===== src/rtl/tfn_pkg.sv =====
// Shared constants for the triangle face normal pipeline.
// No dependencies; imported by every module of the block.
`default_nettype none

package tfn_pkg;

  // Default field widths
  localparam int unsigned COORD_WIDTH_DEF = 24;
  localparam int unsigned INDEX_WIDTH_DEF = 16;

  // Result component width, signed Q1.15
  localparam int unsigned NORM_WIDTH = 16;
  localparam logic [NORM_WIDTH-1:0] NORM_MAX = 16'h7fff;

  // Quotient c^2 * 2^32 / S is at most 2^32: 33 bits, one stage per bit
  localparam int unsigned QUOT_SHIFT = 32;
  localparam int unsigned QUOT_BITS  = QUOT_SHIFT + 1;

  // Integer square root of the quotient: at most 2^16, one stage per bit
  localparam int unsigned ROOT_BITS = 17;

  // Register depth of the front-end modules
  localparam int unsigned CROSS_STAGES  = 3;
  localparam int unsigned SQUARE_STAGES = 3;

endpackage

`default_nettype wire


===== src/rtl/tfn_isqrt.sv =====
// Pipelined integer square root, one root bit per stage, adds only:
// (r + 2^b)^2 = r^2 + r * 2^(b+1) + 2^(2b). Depends on tfn_pkg.
`default_nettype none

module tfn_isqrt (
  input  wire                            clk_i,
  input  wire                            en_i,
  input  wire  [tfn_pkg::QUOT_BITS-1:0]  val_i,
  output logic [tfn_pkg::ROOT_BITS-1:0]  root_o
);
  import tfn_pkg::*;

  localparam int unsigned TW = 2 * ROOT_BITS + 1;

  logic [QUOT_BITS-1:0] val_q [ROOT_BITS];
  logic [ROOT_BITS-1:0] res_q [ROOT_BITS];
  logic [TW-1:0]        sq_q  [ROOT_BITS];

  logic [QUOT_BITS-1:0] vsrc_w [ROOT_BITS];
  logic [ROOT_BITS-1:0] rsrc_w [ROOT_BITS];
  logic [TW-1:0]        ssrc_w [ROOT_BITS];
  logic [TW-1:0]        trial_w [ROOT_BITS];
  logic                 fit_w [ROOT_BITS];

  // Trial square for the bit of each stage, most significant first
  always_comb begin
    int b;
    vsrc_w[0] = val_i;
    rsrc_w[0] = '0;
    ssrc_w[0] = '0;
    for (int j = 1; j < ROOT_BITS; j++) begin
      vsrc_w[j] = val_q[j-1];
      rsrc_w[j] = res_q[j-1];
      ssrc_w[j] = sq_q[j-1];
    end
    for (int j = 0; j < ROOT_BITS; j++) begin
      b = ROOT_BITS - 1 - j;
      trial_w[j] = ssrc_w[j] + (TW'(rsrc_w[j]) << (b + 1)) + (TW'(1) << (2 * b));
      fit_w[j]   = trial_w[j] <= TW'(vsrc_w[j]);
    end
  end

  always_ff @(posedge clk_i) begin
    if (en_i) begin
      for (int j = 0; j < ROOT_BITS; j++) begin
        val_q[j] <= vsrc_w[j];
        res_q[j] <= fit_w[j] ? (rsrc_w[j] | (ROOT_BITS'(1) << (ROOT_BITS - 1 - j)))
                             : rsrc_w[j];
        sq_q[j]  <= fit_w[j] ? trial_w[j] : ssrc_w[j];
      end
    end
  end

  assign root_o = res_q[ROOT_BITS-1];

endmodule

`default_nettype wire


===== config.mk =====
export PLATFORM = sky130hd
export DESIGN_NAME = tfn_isqrt
export DESIGN_NICKNAME = d
export VERILOG_FILES = /design/src/rtl/tfn_pkg.sv /design/src/rtl/tfn_isqrt.sv
export SDC_FILE = /design/constraint.sdc
export NUM_CORES = 1
export LEC_CHECK = 0
export BUFFER_PORTS_ARGS = -buffer_cell sky130_fd_sc_hd__buf_2
export CORE_MARGIN = 3
export CORE_UTILIZATION = 64
export DETAILED_ROUTE_END_ITERATION = 6
export GPL_TIMING_DRIVEN = 1
export PLACE_DENSITY = 0.83
export SETUP_SLACK_MARGIN = 0.4
export SLEW_MARGIN = 15
export SYNTH_ARGS = -nofsm -noshare
export SYNTH_HDL_FRONTEND = slang
export SYNTH_SLANG_ARGS = --single-unit

===== constraint.sdc =====
create_clock -name clk_i -period 6.65 [get_ports clk_i]
set_clock_uncertainty 0.15 [all_clocks]
set_input_delay 0.9975 -clock clk_i [delete_from_list [all_inputs] [get_ports clk_i]]
set_output_delay 0.9975 -clock clk_i [all_outputs]
set_load 0.005 [all_outputs]

==> flow_metrics.tcl <==
set metrics [dict create \
    synthAdderAreaFrac_pct 9.84 \
    grt_pass1_wl_mm 144 \
    wirelength_mm 92.3 \
    yosys.area.top_type "edfxtp_1" \
    cts_tree "yes" \
    synth_top_area_share_pct 61.0 \
    postRouteAntennaNets 0 \
    cts_buffer_depth 3 \
    vias 27402 \
    post-route-util_pct 71.4 \
    async_reset_ff_share_pct 0 \
    antenna_found_initial 0 \
    end_kind "register" \
    wl_per_cell_um 20.2 \
    synthFlopType "edfxtp_1" \
    required_ns 6.88 \
    grt_max_degree 196 \
    dp.cells 4396 \
    outcome "complete, no violations" \
    io_pins 52 \
    p_leak_nw 19.8 \
    final_nets 3947 \
    root_buffer "clkbuf_16" \
    fin_cells 4569 \
    synth_cells 3436 \
    ir_drop_mv 0.278 \
    synth_top_family_by_area "adder cells" \
    cts.htree.levels 3 \
    setup_viol 0 \
    grt_pass1_vias 28071 \
    hold_viol 0 \
    ctsHoldBuffers 0 \
    route.detailed.drc 0 \
    num_antenna_cells 0 \
    relSlewSlack_pct 31.8 \
    final_common_cell "edfxtp_1" \
    hpwl_mm 67.3 \
    clk_pin_slew_worst_paths_ns 0.07 \
    fmax_mhz 175 \
    fill_cells 4573 \
    viasPerCell 6.00 \
    cts_buffers 92 \
    place.port_buffers 51 \
    dr.pass1.iters 7 \
    synth_mux_area_share_pct 2.16 \
    clkLatencyLatePin_ns 0.66 \
    overflow 0 \
    ys_seq_elements 936 \
    synthSimpleGateAreaFrac_pct 9.48 \
    dp_slack_ns 0.988 \
    start_util_pct 65.2 \
    drive_gt1_share_pct 8.85 \
    power_density_mw_per_mm2 302 \
    multi_input_area_mm2 0.0166 \
    hp-class "register to register" \
    grt_setup_unrepaired "no" \
    core_area_mm2 0.0706 \
    yosys-top-cells-area "edfxtp_1 61%, ha_1 9.8%, xnor2_1 3.1%" \
    die_area_mm2 0.0752 \
    synth.distinct_cells 90 \
    critPathKind "register to register" \
    fp.dieW_um 274 \
    placementRows 97 \
    track_usage_pct 24.7 \
    synth_enable_flop_cells 936 \
    post_cts_resized 0 \
    yosys_warnings 0 \
    hold_ws_ns 0.290 \
    tns_ns 0 \
    syn_area_per_cell_um2 13.4 \
    synth_compound_area_share_pct 8.37 \
    die_h_um 274 \
    final_cell_mix "936 x edfxtp_1, 362 x ha_1, 294 x inv_1" \
    worst-path-max-fanout 28 \
    post_cts_buffers 0 \
    gp_congestion 0.939 \
    worst_pin_slew_ns 1.02 \
    drt_iter0_drc 1864 \
    maxCapViolCount 0 \
    arrival_ns 5.95 \
    cts_num_sinks 936 \
    synthXorXnorAreaFrac_pct 6.05 \
    finalMaxSlewViolations 0 \
    ys_seq_area_share_pct 61.0 \
    area_growth_pct 9.59 \
    syn_area_mm2 0.0460 \
    layout_min_cycle_time_ns 5.71 \
    critPathLaunchType "register" \
    setup_slack_ns 0.936 \
    min_period_over_period_pct 85.9 \
    seqCellArea_mm2 0.0281 \
]
cell usage after synthesis, drive strengths merged, types with 5 or more instances:
| library cell | n |
|---|---|
| clkbuf | 26 |
| o211ai | 12 |
| a2bb2oi | 5 |
| o2111ai | 5 |
| or3 | 11 |
| ha | 362 |
| or2 | 9 |
| and2 | 44 |
| xnor2 | 164 |
| a31oi | 20 |
| a211o | 9 |
| nor2 | 143 |
| a211oi | 42 |
| nor4b | 18 |
| edfxtp | 936 |
| a21o | 80 |
| buf | 30 |
| mux2 | 86 |
| and3 | 34 |
| o31ai | 13 |
| o21bai | 18 |
| o41ai | 10 |
| nor2b | 45 |
| nand4 | 77 |
| inv | 295 |
| nand3 | 76 |
| a21oi | 148 |
| a2111oi | 16 |
| and4 | 16 |
| o21ai | 90 |
| nor3 | 56 |
| or4 | 15 |
| nand2b | 30 |
| a221oi | 9 |
| xor2 | 154 |
| nor3b | 9 |
| nor4 | 54 |
| nand2 | 171 |
| a31o | 6 |
| o21a | 27 |
stage by stage:
stage,power [mW],instance area (um2)
5_1_grt,15.9,50500
6_report,15.3,50500
3_5_place_dp,10.2,47400
3_3_place_gp,10.1,47400
4_1_cts,15.3,50500
2_1_floorplan,9.35,46100
final cells by class:
cell class              count  share of cell area (%)
clock buffers             108                    4.68
clock inverters            65                    1.28
inverters                 295                    2.19
multi-input cells        2150                    32.8
flip-flops and latches    936                    55.7
well taps                 940                    2.33
repair buffers             75                    1.01
sequential cells by signal (all words and copies together) (netlist names):
signal,flops
res_q,138
sq_q,270
val_q,528
power by group:
part / internal, mW / switching (mW) / total [mW] / leakage, nW
registers: 7.07 / 0.341 / 7.41 / 9.20
clock network: 2.85 / 2.23 / 5.09 / 1.44
logic: 1.17 / 1.60 / 2.77 / 9.19
total: 11.1 / 4.18 / 15.3 / 19.8
layer usage:
| metal | share of wire (%) | routed length, um | vias up | GRT usage (%) |
|---|---|---|---|---|
| met1 | 35 | 32200 | 13228 | 24.6 |
| met2 | 56 | 51400 | 723 | 48.7 |
| li1 | - | - | 13162 | - |
| met3 | 3.2 | 2940 | 289 | 3.12 |
| met4 | 6.3 | 5810 | 0 | 13.9 |
| met5 | 0 | 0 | - | 0 |
logic make-up after synthesis:
| group | count (synthesis) |
|---|---|
| compound gates | 559 |
| xor+xnor | 318 |
| fa+ha+maj | 362 |
| buf+inv | 351 |
| flops | 936 |
| mux | 88 |
| other cells | 1 |
| simple gates | 821 |
worst paths after layout:
path	slack [ns]	startpoint	cells past startpoint	to
setup / recovery	0.94	sq_q[0][497]	20	sq_q[0][553]
hold / removal	0.29	val_q[0][316]	0	val_q[0][349]
setup reg to reg	0.94	sq_q[0][497]	20	sq_q[0][553]
hold reg to reg	0.29	val_q[0][316]	0	val_q[0][349]
critical path, cell delays in order, from the launching register on:
cell       delay, ns
edfxtp_1        0.41
ha_1            0.38
o21ai_0         0.12
o21ai_0         0.44
a2111o_1        0.28
nand2_1         0.12
o21a_1          0.23
nor2b_1         0.65
nand3_1         0.19
xnor2_1         0.18
ha_1            0.30
nand3_1         0.07
a21oi_1         0.06
a2111oi_0       0.42
nand3_1         0.20
a21oi_1         0.17
o21ai_1         0.08
buf_4           0.20
inv_2           0.40
nand4_1         0.20
xnor2_1         0.18
Note: power is estimated with default switching activity, not from simulation.
